**src/rtl/walled_grid_diffusion_stencil_assert.svh**
```systemverilog
// Assertion macros shared by the diffusion stencil RTL.
`ifndef WALLED_GRID_DIFFUSION_STENCIL_ASSERT_SVH
`define WALLED_GRID_DIFFUSION_STENCIL_ASSERT_SVH

// Consequent must hold in the same cycle as the antecedent.
`define WGDS_ASSERT_SAME(label, clk, rst_n, ante, cons) \
    label: assert property (@(posedge clk) disable iff (!rst_n) (ante) |-> (cons)) \
        else $error("wgds: same-cycle check failed");

// Consequent must hold in the cycle after the antecedent.
`define WGDS_ASSERT_NEXT(label, clk, rst_n, ante, cons) \
    label: assert property (@(posedge clk) disable iff (!rst_n) (ante) |=> (cons)) \
        else $error("wgds: next-cycle check failed");

`endif

```
**src/rtl/wgds_pkg.sv**
```systemverilog
// Package: sizes, codes and types of the walled grid diffusion stencil.
`timescale 1ns / 1ps
package wgds_pkg;

    // Grid and data sizes
    localparam int LINE_DEPTH = 256;
    localparam int ROW_LIMIT  = 512;
    localparam int VALUE_BITS = 16;
    localparam int N_LANES    = 4;
    localparam int CHAN_BITS  = 16;

    localparam int COL_W = (LINE_DEPTH > 1) ? $clog2(LINE_DEPTH) : 1;
    localparam int ROW_W = (ROW_LIMIT > 1) ? $clog2(ROW_LIMIT) : 1;

    // Register field widths
    localparam int GC_BITS  = 9;
    localparam int GR_BITS  = 10;
    localparam int MIX_BITS = 16;

    // Arithmetic: weights are Q1.15, the four-neighbour mean adds two more bits
    localparam int ONE_Q15    = 32768;
    localparam int FRAC_SH    = 17;
    localparam int ROUND_HALF = 1 << (FRAC_SH - 1);
    localparam int SUM_W      = VALUE_BITS + 2;
    localparam int KEEP_W     = MIX_BITS + VALUE_BITS;
    localparam int MIXP_W     = MIX_BITS + SUM_W;
    localparam int NUM_W      = MIXP_W + 2;

    // APB port
    localparam int ADDR_W = 4;
    localparam int DATA_W = 32;

    typedef enum logic [1:0] {
        REG_GRID_COLUMNS = 2'd0,
        REG_GRID_ROWS    = 2'd1,
        REG_MIX_FRACTION = 2'd2
    } t_reg_idx;

    // Input word kinds
    localparam logic KIND_CELL  = 1'b0;
    localparam logic KIND_DRAIN = 1'b1;

    typedef logic [VALUE_BITS-1:0] t_value;

    // One line-store entry: wall flag and the four channel values
    typedef struct packed {
        logic                                wall;
        logic [N_LANES-1:0][VALUE_BITS-1:0] chan;
    } t_cell;

    // Line-store control from the sequencer
    typedef struct packed {
        logic             step;
        logic             write;
        logic             wrap;
        logic [COL_W-1:0] col;
    } t_ls_ctrl;

    // Neighbour selection shared by all lanes
    typedef struct packed {
        logic self_wall;
        logic use_l;
        logic use_r;
        logic use_u;
        logic use_d;
    } t_nbr_sel;

    // Stage load enables for the lanes
    typedef struct packed {
        logic ld0;
        logic ld1;
    } t_lane_en;

    // Merged result word
    typedef struct packed {
        logic [N_LANES-1:0][CHAN_BITS-1:0] chan;
        logic                               frame_end;
    } t_result;

endpackage

```
**src/rtl/wgds_merge.sv**
```systemverilog
// Merging stage: gathers the lane results into the registered output word.
`timescale 1ns / 1ps
module wgds_merge import wgds_pkg::*; (
    input  logic    i_clk,
    input  logic    i_load,
    input  t_value  i_lane_res [N_LANES],
    input  logic    i_frame_end,
    output t_result o_result
);

    t_result r_out;
    t_result n_out;

    // Widen each lane to the channel width and attach the frame flag
    always_comb begin
        for (int k = 0; k < N_LANES; k++) begin
            n_out.chan[k] = CHAN_BITS'(i_lane_res[k]);
        end
        n_out.frame_end = i_frame_end;
    end

    always_ff @(posedge i_clk) begin
        if (i_load) begin
            r_out <= n_out;
        end
    end

    assign o_result = r_out;

endmodule

```
**config.mk**
```make
export PLATFORM = sky130hd
export DESIGN_NAME = wgds_merge
export DESIGN_NICKNAME = d
export VERILOG_FILES = /design/src/rtl/walled_grid_diffusion_stencil_assert.svh /design/src/rtl/wgds_pkg.sv /design/src/rtl/wgds_merge.sv
export SDC_FILE = /design/constraint.sdc
export NUM_CORES = 1
export LEC_CHECK = 0
export BUFFER_PORTS_ARGS = -buffer_cell sky130_fd_sc_hd__buf_2
export CORE_MARGIN = 4
export CORE_UTILIZATION = 36
export DETAILED_ROUTE_END_ITERATION = 16
export PLACE_DENSITY_LB_ADDON = 0.1
export REMOVE_ABC_BUFFERS = 1
export SLEW_MARGIN = 20
export SYNTH_ARGS = -nofsm -noshare
export SYNTH_HDL_FRONTEND = slang
export SYNTH_SLANG_ARGS = --single-unit
```
**constraint.sdc**
```tcl
create_clock -name i_clk -period 0.8 [get_ports i_clk]
set_clock_uncertainty 0.2 [all_clocks]
set_input_delay 0.16 -clock i_clk [delete_from_list [all_inputs] [get_ports i_clk]]
set_output_delay 0.16 -clock i_clk [all_outputs]
set_load 0.01 [all_outputs]
```
Yosys cells after proc, flatten, opt, wreduce, memory -nomap -nowiden
Index checks and enable logic that the tools add are counted.
{"block": "totals", "reg_bits": 65, "in_bits": 67, "out_inout_bits": 65, "wordCells": 5}

Logic depth before layout (Yosys ltp)
{"block": "depth", "depth_word": 0, "mapped_depth": 0, "ltp_nobuf": 0}

Least setup slack after synthesis
Ideal clock, no wire load.
{"block": "synth_path", "kind": "flip-flop to output port", "start": "register r_out (netlist bit o_result[0])", "end": "output o_result[0] (netlist bit)", "arrival_time_ns": 0.394, "t_required_ns": 0.440, "setup_slack_ns": 0.046, "path_stages_with_launch": 1, "cell_sequence": "edfxtp_1"}
{"element": "start: declaration", "line_no": "wgds_merge.sv:11", "text": "t_result r_out;"}
{"element": "start signal: assignment", "line_no": "wgds_merge.sv:24", "text": "r_out <= n_out;"}
{"element": "end: declaration", "line_no": "wgds_merge.sv:8", "text": "output t_result o_result"}
No word-level cell between the ends.

Worst setup path after layout
{"block": "layout_path", "start": "register r_out (netlist bit o_result[15])", "end": "output o_result[15] (netlist bit)"}
No word-level cell between the ends.

==> flow_summary.ini <==
[status]
outcome = finished with violations
failed_checks = negative hold slack, negative setup slack

[synthesis]
yosysMostFrequentCell = edfxtp_1
synth-async-reset-ratio = 0
ys_seq_area_frac = 1.00
yosys-top-cells-count = edfxtp_1 (65)
avgSynthCellArea_um2 = 30.0
synth_edf_count = 65
synth_top_area_share = 1.00
dominantRegCellSynth = edfxtp_1
ys_ff_latch = 65
yosysUniqueCellTypes = 1
synthCells = 65
synth_area_leaders = edfxtp_1 (100%)
synth.largest_area_cell = edfxtp_1
ys_warn_count = 0
synthesis.area_um2 = 1950

[clock_tree]
cts_tree = yes
cts_buffer_depth = 2
cts_sinks = 65
clkTransAtPathRegs_ns = 0.06
postCtsSetupRepairBufs = 0
cts_resized = 0
h-tree-depth = 3
cts_buffers = 9
root_buffer = clkbuf_8

[setup_path]
worstPathCellList = buf_2
cp_top_family = flip-flops
worst_path_largest_cell_delay_ns = 0.37
critPathSlowestCell = edfxtp_1
cp.arrival_ns = 0.83
critPathCaptureType = output port
crit_fanout = 1
startpoint_type = register
cp_num_buf_inv = 1
required_ns = 0.44
setup.worst_path.class = register to output port

[finish]
area_delta_synth_final_pct = 49.1
nets = 277
multi_input_cells = 0
num-fill-cells = 437
largest_reg_flops = 65
seq_area_um2 = 1950
post_route_cells_drive_above_1_share = 0.684
n_antenna_cell = 0
multi_input_area_um2 = 0

[routing]
final_antenna_net_count = 0
first_iter_violations = 58
drc_errors = 0
vias_per_cell = 4.08
wirelength_mm = 3.86
dr.pass1.iters = 4
dr_total_vias = 1162
wire_per_inst_um = 13.5

[run]
maxCapViolations = 0

[global_route]
grt.total_usage = 0.115
antenna_found_initial = 0
grt_pass1_vias = 1206
gr-total-overflow = 0
grt_pass1_wl_mm = 5.35
grt_max_degree = 30

[power]
total_power_mw = 6.89
ir_drop_v = 0.00143
leakage_nw = 1.26
powerDensity_nw_per_um2 = 2370

[place]
place_congestion = 0.649
port_buffers = 131

[timing]
fmax_mhz = 838
fin_crit_sh = 1.49
hold_viol = 65
rsz0062_at_grt = true
slew_headroom = 0.898
worst_slew_pin_slew_ns = 0.152
layout_setup_ws_ns = -0.394
min_period_ns = 1.19
holdWs_ns = -0.185
finalSetupViolCount = 65
maxSlewViolCount = 0

[min_path]
min_from = i_lane_res[55]
worst_hold_path.num_cells = 1
hold_class = input port to register
min_to = o_result[8]

[floorplanning]
ioPinCount = 132
dieArea_um2 = 6660
core_area_um2 = 5170
die_x_um = 81.6
initial_core_util = 0.377
die_h_um = 81.6
num_rows = 26
[worst max-delay path by stage]
stage | from | cells after the start | endpoint | slack, ns
global route | o_result[50] | 1 | o_result[50] | -0.45
global placement | i_load | 2 | o_result[22] | -0.26
CTS | o_result[50] | 1 | o_result[50] | -0.43
detailed placement | i_load | 2 | o_result[12] | -0.27
floorplan | o_result[0] | 0 | o_result[0] | 0.05
finish | o_result[15] | 1 | o_result[15] | -0.39
[routing by layer]
| layer | vias to the layer above | wire [um] | global-route usage |
|---|---|---|---|
| met3 | 6 | 587 | 0.0757 |
| met5 | - | 0 | 0 |
| met2 | 81 | 2000 | 0.195 |
| met4 | 0 | 52 | 0.0664 |
| li1 | 554 | - | - |
| met1 | 521 | 1210 | 0.101 |
[layout by cell type, fill, tap and decap left out]
cell,instances
buf_2,131
clkbuf_8,9
clkbuf_1,3
clkinv_2,4
edfxtp_1,65
buf_12,3
[area by class of cell]
class,instances,share of cell area
repair buffers,134,0.246
flip-flops and latches,65,0.671
clock buffers,12,0.0464
well taps,70,0.0301
clock inverters,4,0.00688
[logic make-up (layout without fill, tap and decap cells)]
kind of cell | count (synthesis) | after routing | synth area share
buffers and inverters | 0 | 150 | 0
DFF | 65 | 65 | 1.00
[through the flow]
step | setup TNS, ns | setup WS [ns] | cells | utilization | instance area, um2
2_1_floorplan | 0 | 0.0462 | 65 | - | 1950
3_3_place_gp | -17.55 | -0.257 | 269 | 0.533 | 2760
3_5_place_dp | -18.41 | -0.269 | 269 | 0.533 | 2760
4_1_cts | -26.08 | -0.432 | 285 | 0.563 | 2910
5_1_grt | -27.78 | -0.454 | 285 | 0.563 | 2910
6_report | -24.27 | -0.394 | 285 | 0.563 | 2910
[power breakdown]
group / leakage, nW / internal, mW / total [mW] / switching (mW)
Sequential: 0.636 / 4.05 / 4.10 / 0.0537
Combinational: 0.544 / 0.308 / 0.648 / 0.340
Clock: 0.0839 / 1.10 / 2.14 / 1.04
Total: 1.26 / 5.46 / 6.89 / 1.43
(Power assumes the default switching activity.)
