## src/rtl/walled_grid_diffusion_stencil_assert.svh

```systemverilog
// Assertion macros shared by the diffusion stencil RTL.
`ifndef WALLED_GRID_DIFFUSION_STENCIL_ASSERT_SVH
`define WALLED_GRID_DIFFUSION_STENCIL_ASSERT_SVH

// Consequent must hold in the same cycle as the antecedent.
`define WGDS_ASSERT_SAME(label, clk, rst_n, ante, cons) \
    label: assert property (@(posedge clk) disable iff (!rst_n) (ante) |-> (cons)) \
        else $error("wgds: same-cycle check failed");

// Consequent must hold in the cycle after the antecedent.
`define WGDS_ASSERT_NEXT(label, clk, rst_n, ante, cons) \
    label: assert property (@(posedge clk) disable iff (!rst_n) (ante) |=> (cons)) \
        else $error("wgds: next-cycle check failed");

`endif

```

## src/rtl/wgds_pkg.sv

```systemverilog
// Package: sizes, codes and types of the walled grid diffusion stencil.
`timescale 1ns / 1ps
package wgds_pkg;

    // Grid and data sizes
    localparam int LINE_DEPTH = 256;
    localparam int ROW_LIMIT  = 512;
    localparam int VALUE_BITS = 16;
    localparam int N_LANES    = 4;
    localparam int CHAN_BITS  = 16;

    localparam int COL_W = (LINE_DEPTH > 1) ? $clog2(LINE_DEPTH) : 1;
    localparam int ROW_W = (ROW_LIMIT > 1) ? $clog2(ROW_LIMIT) : 1;

    // Register field widths
    localparam int GC_BITS  = 9;
    localparam int GR_BITS  = 10;
    localparam int MIX_BITS = 16;

    // Arithmetic: weights are Q1.15, the four-neighbour mean adds two more bits
    localparam int ONE_Q15    = 32768;
    localparam int FRAC_SH    = 17;
    localparam int ROUND_HALF = 1 << (FRAC_SH - 1);
    localparam int SUM_W      = VALUE_BITS + 2;
    localparam int KEEP_W     = MIX_BITS + VALUE_BITS;
    localparam int MIXP_W     = MIX_BITS + SUM_W;
    localparam int NUM_W      = MIXP_W + 2;

    // APB port
    localparam int ADDR_W = 4;
    localparam int DATA_W = 32;

    typedef enum logic [1:0] {
        REG_GRID_COLUMNS = 2'd0,
        REG_GRID_ROWS    = 2'd1,
        REG_MIX_FRACTION = 2'd2
    } t_reg_idx;

    // Input word kinds
    localparam logic KIND_CELL  = 1'b0;
    localparam logic KIND_DRAIN = 1'b1;

    typedef logic [VALUE_BITS-1:0] t_value;

    // One line-store entry: wall flag and the four channel values
    typedef struct packed {
        logic                                wall;
        logic [N_LANES-1:0][VALUE_BITS-1:0] chan;
    } t_cell;

    // Line-store control from the sequencer
    typedef struct packed {
        logic             step;
        logic             write;
        logic             wrap;
        logic [COL_W-1:0] col;
    } t_ls_ctrl;

    // Neighbour selection shared by all lanes
    typedef struct packed {
        logic self_wall;
        logic use_l;
        logic use_r;
        logic use_u;
        logic use_d;
    } t_nbr_sel;

    // Stage load enables for the lanes
    typedef struct packed {
        logic ld0;
        logic ld1;
    } t_lane_en;

    // Merged result word
    typedef struct packed {
        logic [N_LANES-1:0][CHAN_BITS-1:0] chan;
        logic                               frame_end;
    } t_result;

endpackage

```

## src/rtl/wgds_lane.sv

```systemverilog
// One channel lane: neighbour sum, weighted blend and rounding.
`timescale 1ns / 1ps
module wgds_lane import wgds_pkg::*; (
    input  logic                i_clk,
    input  t_lane_en            i_en,
    input  t_nbr_sel            i_sel,
    input  logic [MIX_BITS-1:0] i_mix,
    input  t_value              i_self,
    input  t_value              i_left,
    input  t_value              i_right,
    input  t_value              i_up,
    input  t_value              i_down,
    output t_value              o_res
);

    logic [SUM_W-1:0]    n_sum;
    logic [MIX_BITS-1:0] w_keep_wt;
    logic [NUM_W-1:0]    w_num;

    t_value              r_s0_self;
    logic [SUM_W-1:0]    r_s0_sum;
    logic                r_s0_wall;
    logic [MIX_BITS-1:0] r_s0_mix;

    logic [KEEP_W-1:0]   r_keep;
    logic [MIXP_W-1:0]   r_mixp;
    t_value              r_s1_self;
    logic                r_s1_wall;

    // Substitute self for absent or walled neighbours, then add
    always_comb begin
        n_sum = SUM_W'(i_sel.use_l ? i_left  : i_self)
              + SUM_W'(i_sel.use_r ? i_right : i_self)
              + SUM_W'(i_sel.use_u ? i_up    : i_self)
              + SUM_W'(i_sel.use_d ? i_down  : i_self);
    end

    // Capture operands
    always_ff @(posedge i_clk) begin
        if (i_en.ld0) begin
            r_s0_self <= i_self;
            r_s0_sum  <= n_sum;
            r_s0_wall <= i_sel.self_wall;
            r_s0_mix  <= i_mix;
        end
    end

    assign w_keep_wt = MIX_BITS'(ONE_Q15) - r_s0_mix;

    // Form both weighted products
    always_ff @(posedge i_clk) begin
        if (i_en.ld1) begin
            r_keep    <= KEEP_W'(w_keep_wt) * KEEP_W'(r_s0_self);
            r_mixp    <= MIXP_W'(r_s0_mix) * MIXP_W'(r_s0_sum);
            r_s1_self <= r_s0_self;
            r_s1_wall <= r_s0_wall;
        end
    end

    // Scale self by four, add, round half up and drop the fraction
    assign w_num = (NUM_W'(r_keep) << 2) + NUM_W'(r_mixp) + NUM_W'(ROUND_HALF);
    assign o_res = r_s1_wall ? r_s1_self : w_num[FRAC_SH +: VALUE_BITS];

endmodule

```

## config.mk

```make
export PLATFORM = sky130hd
export DESIGN_NAME = wgds_lane
export DESIGN_NICKNAME = d
export VERILOG_FILES = /design/src/rtl/walled_grid_diffusion_stencil_assert.svh /design/src/rtl/wgds_pkg.sv /design/src/rtl/wgds_lane.sv
export SDC_FILE = /design/constraint.sdc
export NUM_CORES = 2
export LEC_CHECK = 0
export BUFFER_PORTS_ARGS = -buffer_cell sky130_fd_sc_hd__buf_4
export CORE_MARGIN = 5
export CORE_UTILIZATION = 40
export CTS_CLUSTER_DIAMETER = 40
export DETAILED_ROUTE_END_ITERATION = 16
export GPL_TIMING_DRIVEN = 0
export SETUP_SLACK_MARGIN = 0.1
export SYNTH_ARGS = -nofsm -noshare
export SYNTH_HDL_FRONTEND = slang
export SYNTH_SLANG_ARGS = --single-unit
```

## constraint.sdc

```tcl
create_clock -name i_clk -period 7.8 [get_ports i_clk]
set_input_delay 1.56 -clock i_clk [delete_from_list [all_inputs] [get_ports i_clk]]
set_output_delay 1.56 -clock i_clk [all_outputs]
set_load 0.03 [all_outputs]
```

---- Yosys cells after proc, flatten, opt, wreduce, memory -nomap -nowiden ----
Cells that the tools add are included.
W data, S select, Z words.
cells by class
  $add $sub $neg .......................... 6
  $mul .................................... 2
  muxes and demuxes ....................... 5
operators with widths
  operator                  number
  $mux W16                  5
  $add A33 B17 Y33 const B  1
  $add A33 B33 Y33          1
  $mul A16 B18 Y33          1
  $mul A16 B16 Y31          1
  $add A17 B16 Y18          1
  $add A18 B16 Y18          1
  $add A16 B16 Y17          1
  $sub A16 B16 Y16 const A  1
word-level totals
  register bits ........................... 132
  input port bits ......................... 104
  output and inout bits ................... 16
  logic and storage cells ................. 21

---- Longest topological paths before layout ----
  depth in word-level cells ............... 4
  gate-level depth with buffers ........... 31
  depth with buffers taken out ............ 28

---- Worst setup path before layout ----
Ideal clock, no wire load.
  path kind ............................... flip-flop to flip-flop
  start point ............................. register r_s0_mix[1]
  end point ............................... register r_keep[30] (data pin)
  library setup time ...................... 0.259 ns
  arrival time ............................ 6.970 ns
  required time ........................... 7.541 ns
  path slack .............................. 0.571 ns
  stages on the path, launching flop included .. 30
  buffers on the path ..................... 3
  clock period less this slack ............ 7.229 ns
  path through ............................ edfxtp_1 clkbuf_1 clkbuf_1 inv_1 ha_1 nand2b_1 nor2_1 nand3b_1 xor2_1 clkbuf_1 nand2_1 fa_1 fa_1 inv_1 fa_1 fa_1 fa_1 inv_1 fa_1 inv_1 ha_1 a21o_1 a21oi_1 o21ai_0 a31o_2 a221oi_1 a21oi_1 a211oi_1 a21oi_1 xnor2_1
on the way
  longest elaborated chain between the ends .. 2
RTL lines
  item                      line             source
  start: declaration        wgds_lane.sv:23  logic [MIX_BITS-1:0] r_s0_mix;
  start signal: assignment  wgds_lane.sv:44  r_s0_mix <= i_mix;
  $sub A16 B16 Y16          wgds_lane.sv:48  assign w_keep_wt = MIX_BITS'(ONE_Q15) - r_s0_mix;
  $mul A16 B16 Y31          wgds_lane.sv:53  r_keep <= KEEP_W'(w_keep_wt) * KEEP_W'(r_s0_self);
  end signal: assignment    wgds_lane.sv:53
  end: declaration          wgds_lane.sv:25  logic [KEEP_W-1:0] r_keep;
No other way between the ends.
A chain may end at the register's enable or synchronous reset.

---- Worst setup path in the final report ----
Same ends and word-level chain as after synthesis.

==> flow_metrics.env <==
export IMPL_numCtsBuffers=17
export IMPL_root_buffer="clkbuf_16"
export IMPL_crit_start="r_s0_mix[1]$_DFFE_PP_"
export IMPL_clock_latency_ns=0.47
export IMPL_final_antenna_net_count=0
export IMPL_track_usage_pct=21.5
export IMPL_worst_setup_path_type="reg -> reg"
export IMPL_fmax_ghz=0.133
export IMPL_viasPerCell=5.14
export IMPL_crit_path_start_kind="register"
export IMPL_fin_skew_ns=0.0205
export IMPL_r2r_slack_ns=0.28
export IMPL_slew_limit_headroom_pct=24.0
export IMPL_cp_slowest_cell="fa_1"
export IMPL_fin_crit_sh_pct=96.4
export IMPL_final_core_util_pct=45.5
export IMPL_cts_sinks=130
export IMPL_crit_required_ns=8.01
export IMPL_dpl_hpwl_microns=58600
export IMPL_die_h_microns=261
export IMPL_placed_cells=3541
export IMPL_ff2ff_path_depth=28
export IMPL_grt_ovfl_total=0
export IMPL_worstReg2RegStart="r_s0_mix[1]$_DFFE_PP_"
export IMPL_end_kind="register"
export IMPL_hold_path_class="reg -> reg"
export IMPL_synth_ff_type="edfxtp_1"
export IMPL_crit_end="r_keep[30]$_DFFE_PP_"
export IMPL_crit_path_frequent_cell="fa_1"
export IMPL_clkSlewWorstSetupHoldPaths_ns=0.07
export IMPL_mostFrequentLayoutCells="inv_1, fa_1, nand2_1"
export IMPL_core_sq_um=62700
export IMPL_cts_tree="yes"
export IMPL_timing_final_crit_period_ns=7.52
export IMPL_initialDrtViolationCount=1219
export IMPL_rows=92
export IMPL_cts_buffer_depth=2
export IMPL_final_common_cell="inv_1"
export IMPL_grt_pass1_vias=20047
export IMPL_syn_nets=3406
export IMPL_synth_edff_count=130
export IMPL_routabilityCongestion=0.913
export IMPL_cts_max_level=4
export IMPL_postSynthCellCount=2580
export IMPL_antenna_found_initial=5
export IMPL_cp_arrival_ns=7.73
export IMPL_setup_violations=0
export IMPL_ys_warn_count=0
export IMPL_ys_ff_latch=130
export IMPL_rsz0062_at_grt="false"
export IMPL_maxCapViolations=0
export IMPL_worstPathMaxFanout=10
export IMPL_die_w_microns=261
export IMPL_worstReg2RegEnd="r_keep[30]$_DFFE_PP_"
export IMPL_synth_cell_types=66
export IMPL_routed_wl_microns=71900
export IMPL_vias=18538
export IMPL_finalHoldViolCount=0
export IMPL_async_flop_share_pct=0
export IMPL_status="complete, no violations"
export IMPL_grt_max_degree=80
export IMPL_wl_per_cell_microns=20.0
export IMPL_first_pass_iters=5
export IMPL_worst_slew_pin_slew_ns=1.14
export IMPL_cpPeakStageDelay_ns=0.53
export IMPL_avgSynthCellArea_sq_um=9.76
export IMPL_area_delta_synth_final_pct=13.3
export IMPL_top_level_ports=120
export IMPL_fin_nets=3571
export IMPL_slew_violations=0
export IMPL_initial_utilization_pct=40.2
export IMPL_drive_gt1_share_pct=12.3
export IMPL_yosysSeqAreaShare_pct=15.5
export IMPL_grt_pass1_wl_microns=111000
export IMPL_port_buffers=115
export IMPL_fin_cells=3605
export IMPL_syn_area_sq_um=25200
export IMPL_die_area_sq_um=68100
export IMPL_drc=0
export IMPL_cts_hold_buf=0
[cell families (layout without fill, tap and decap cells)]
family | count (synthesis) | count (layout) | synth area share, %
AOI/OAI and AO/OA | 219 | 219 | 5.87
xor gates and xnor gates | 98 | 98 | 3.41
adders and majority gates | 722 | 722 | 49.2
buffers and inverters | 614 | 792 | 9.15
DFF | 130 | 130 | 15.5
muxes | 65 | 65 | 2.89
other | 0 | 1 | 0
and+or+nand+nor | 732 | 732 | 14.0
[synthesized netlist by cell type, types with 5 or more instances]
| master | number | area share (%) |
|---|---|---|
| nor4_1 | 5 | 0.12 |
| xnor2_1 | 78 | 2.7 |
| or3_1 | 5 | 0.12 |
| nor3_1 | 23 | 0.46 |
| nand3_1 | 13 | 0.26 |
| nor2_1 | 47 | 0.70 |
| edfxtp_1 | 130 | 15 |
| clkbuf_1 | 87 | 1.3 |
| o21ai_0 | 44 | 0.87 |
| a211oi_1 | 10 | 0.30 |
| nand2b_1 | 6 | 0.15 |
| nand4_1 | 7 | 0.17 |
| mux2_2 | 61 | 2.7 |
| a21o_1 | 25 | 0.75 |
| and3_1 | 5 | 0.12 |
| a21oi_1 | 57 | 1.1 |
| xor2_1 | 20 | 0.70 |
| nand2_1 | 364 | 5.4 |
| a31oi_1 | 8 | 0.20 |
| and2_1 | 232 | 5.8 |
| ha_1 | 276 | 14 |
| inv_1 | 521 | 7.8 |
| o21a_1 | 12 | 0.36 |
| a21boi_0 | 5 | 0.15 |
| buf_1 | 6 | 0.089 |
| fa_1 | 446 | 35 |
| nor2b_1 | 7 | 0.17 |
| o21bai_1 | 10 | 0.30 |
[registers in the layout, indices dropped and copies added, names as in the netlist]
name       count
r_mixp        31
r_s0_wall      1
r_s0_self     16
r_keep        31
r_s0_sum      18
r_s1_self     16
r_s0_mix      16
r_s1_wall      1
[what timing repair did]
action | CTS | global route
endpoints found under the setup margin | 23 | 16
pin swaps | 7 | 16
gates resized for setup | 68 | 91
setup buffers | 10 | 20
cloned | 0 | 1
[through the flow]
stage	instance area [sq um]	TNS, ns	worst slack (ns)	hold slack (ns)
after global placement	27100	-14.67	-1.36	0.415
after floorplan	25200	0	0.571	0.400
after CTS	28100	0	0.0450	0.460
final	28500	0	0.281	0.455
after global routing	28500	0	0.0802	0.480
after detailed placement	27100	-16.51	-1.40	0.441
[worst min-delay path by stage]
| stage | depth (start not counted) | end | start | slack, ns |
|---|---|---|---|---|
| after global routing | 0 | r_s1_wall$_DFFE_PP_ | r_s0_wall$_DFFE_PP_ | 0.48 |
| after floorplan | 0 | r_s1_wall$_DFFE_PP_ | r_s0_wall$_DFFE_PP_ | 0.40 |
| after global placement | 0 | r_s1_wall$_DFFE_PP_ | r_s0_wall$_DFFE_PP_ | 0.41 |
| final | 0 | r_s1_wall$_DFFE_PP_ | r_s0_wall$_DFFE_PP_ | 0.46 |
| after CTS | 0 | r_s1_wall$_DFFE_PP_ | r_s0_wall$_DFFE_PP_ | 0.46 |
| after detailed placement | 0 | r_s1_wall$_DFFE_PP_ | r_s0_wall$_DFFE_PP_ | 0.44 |
[cell type report]
type	instances	area [sq um]
buffer	93	489
clock inverter	15	186
antenna	1	2.50
clock buffer	17	425
sequential	130	3900
tap	846	1060
inverter	521	1960
fill	6006	34200
multi-input combinational	1836	19400
timing repair buffer	146	1100
[layer usage]
metal / global-route usage (%) / routed length, microns / vias to the layer above
met5: 0 / 34 / -
met4: 7.91 / 2500 / 4
met3: 4.39 / 4620 / 118
met2: 34.6 / 33500 / 584
met1: 28.8 / 31300 / 9453
li1: - / - / 8379
[worst max-delay path: cells and delay by family, from the launching register on]
family	cells	cell delay [ns]
AO/OA/AOI/OAI	6	1.21
XOR/XNOR	2	0.36
adder cells (fa/ha/maj)	8	3.56
buffers and inverters	7	0.82
flip-flops	1	0.46
AND/OR/NAND/NOR	5	0.81
Power is left out: the tool's default activity adds up to more than one toggle a clock period on the data nets, which glitch-free logic cannot reach.
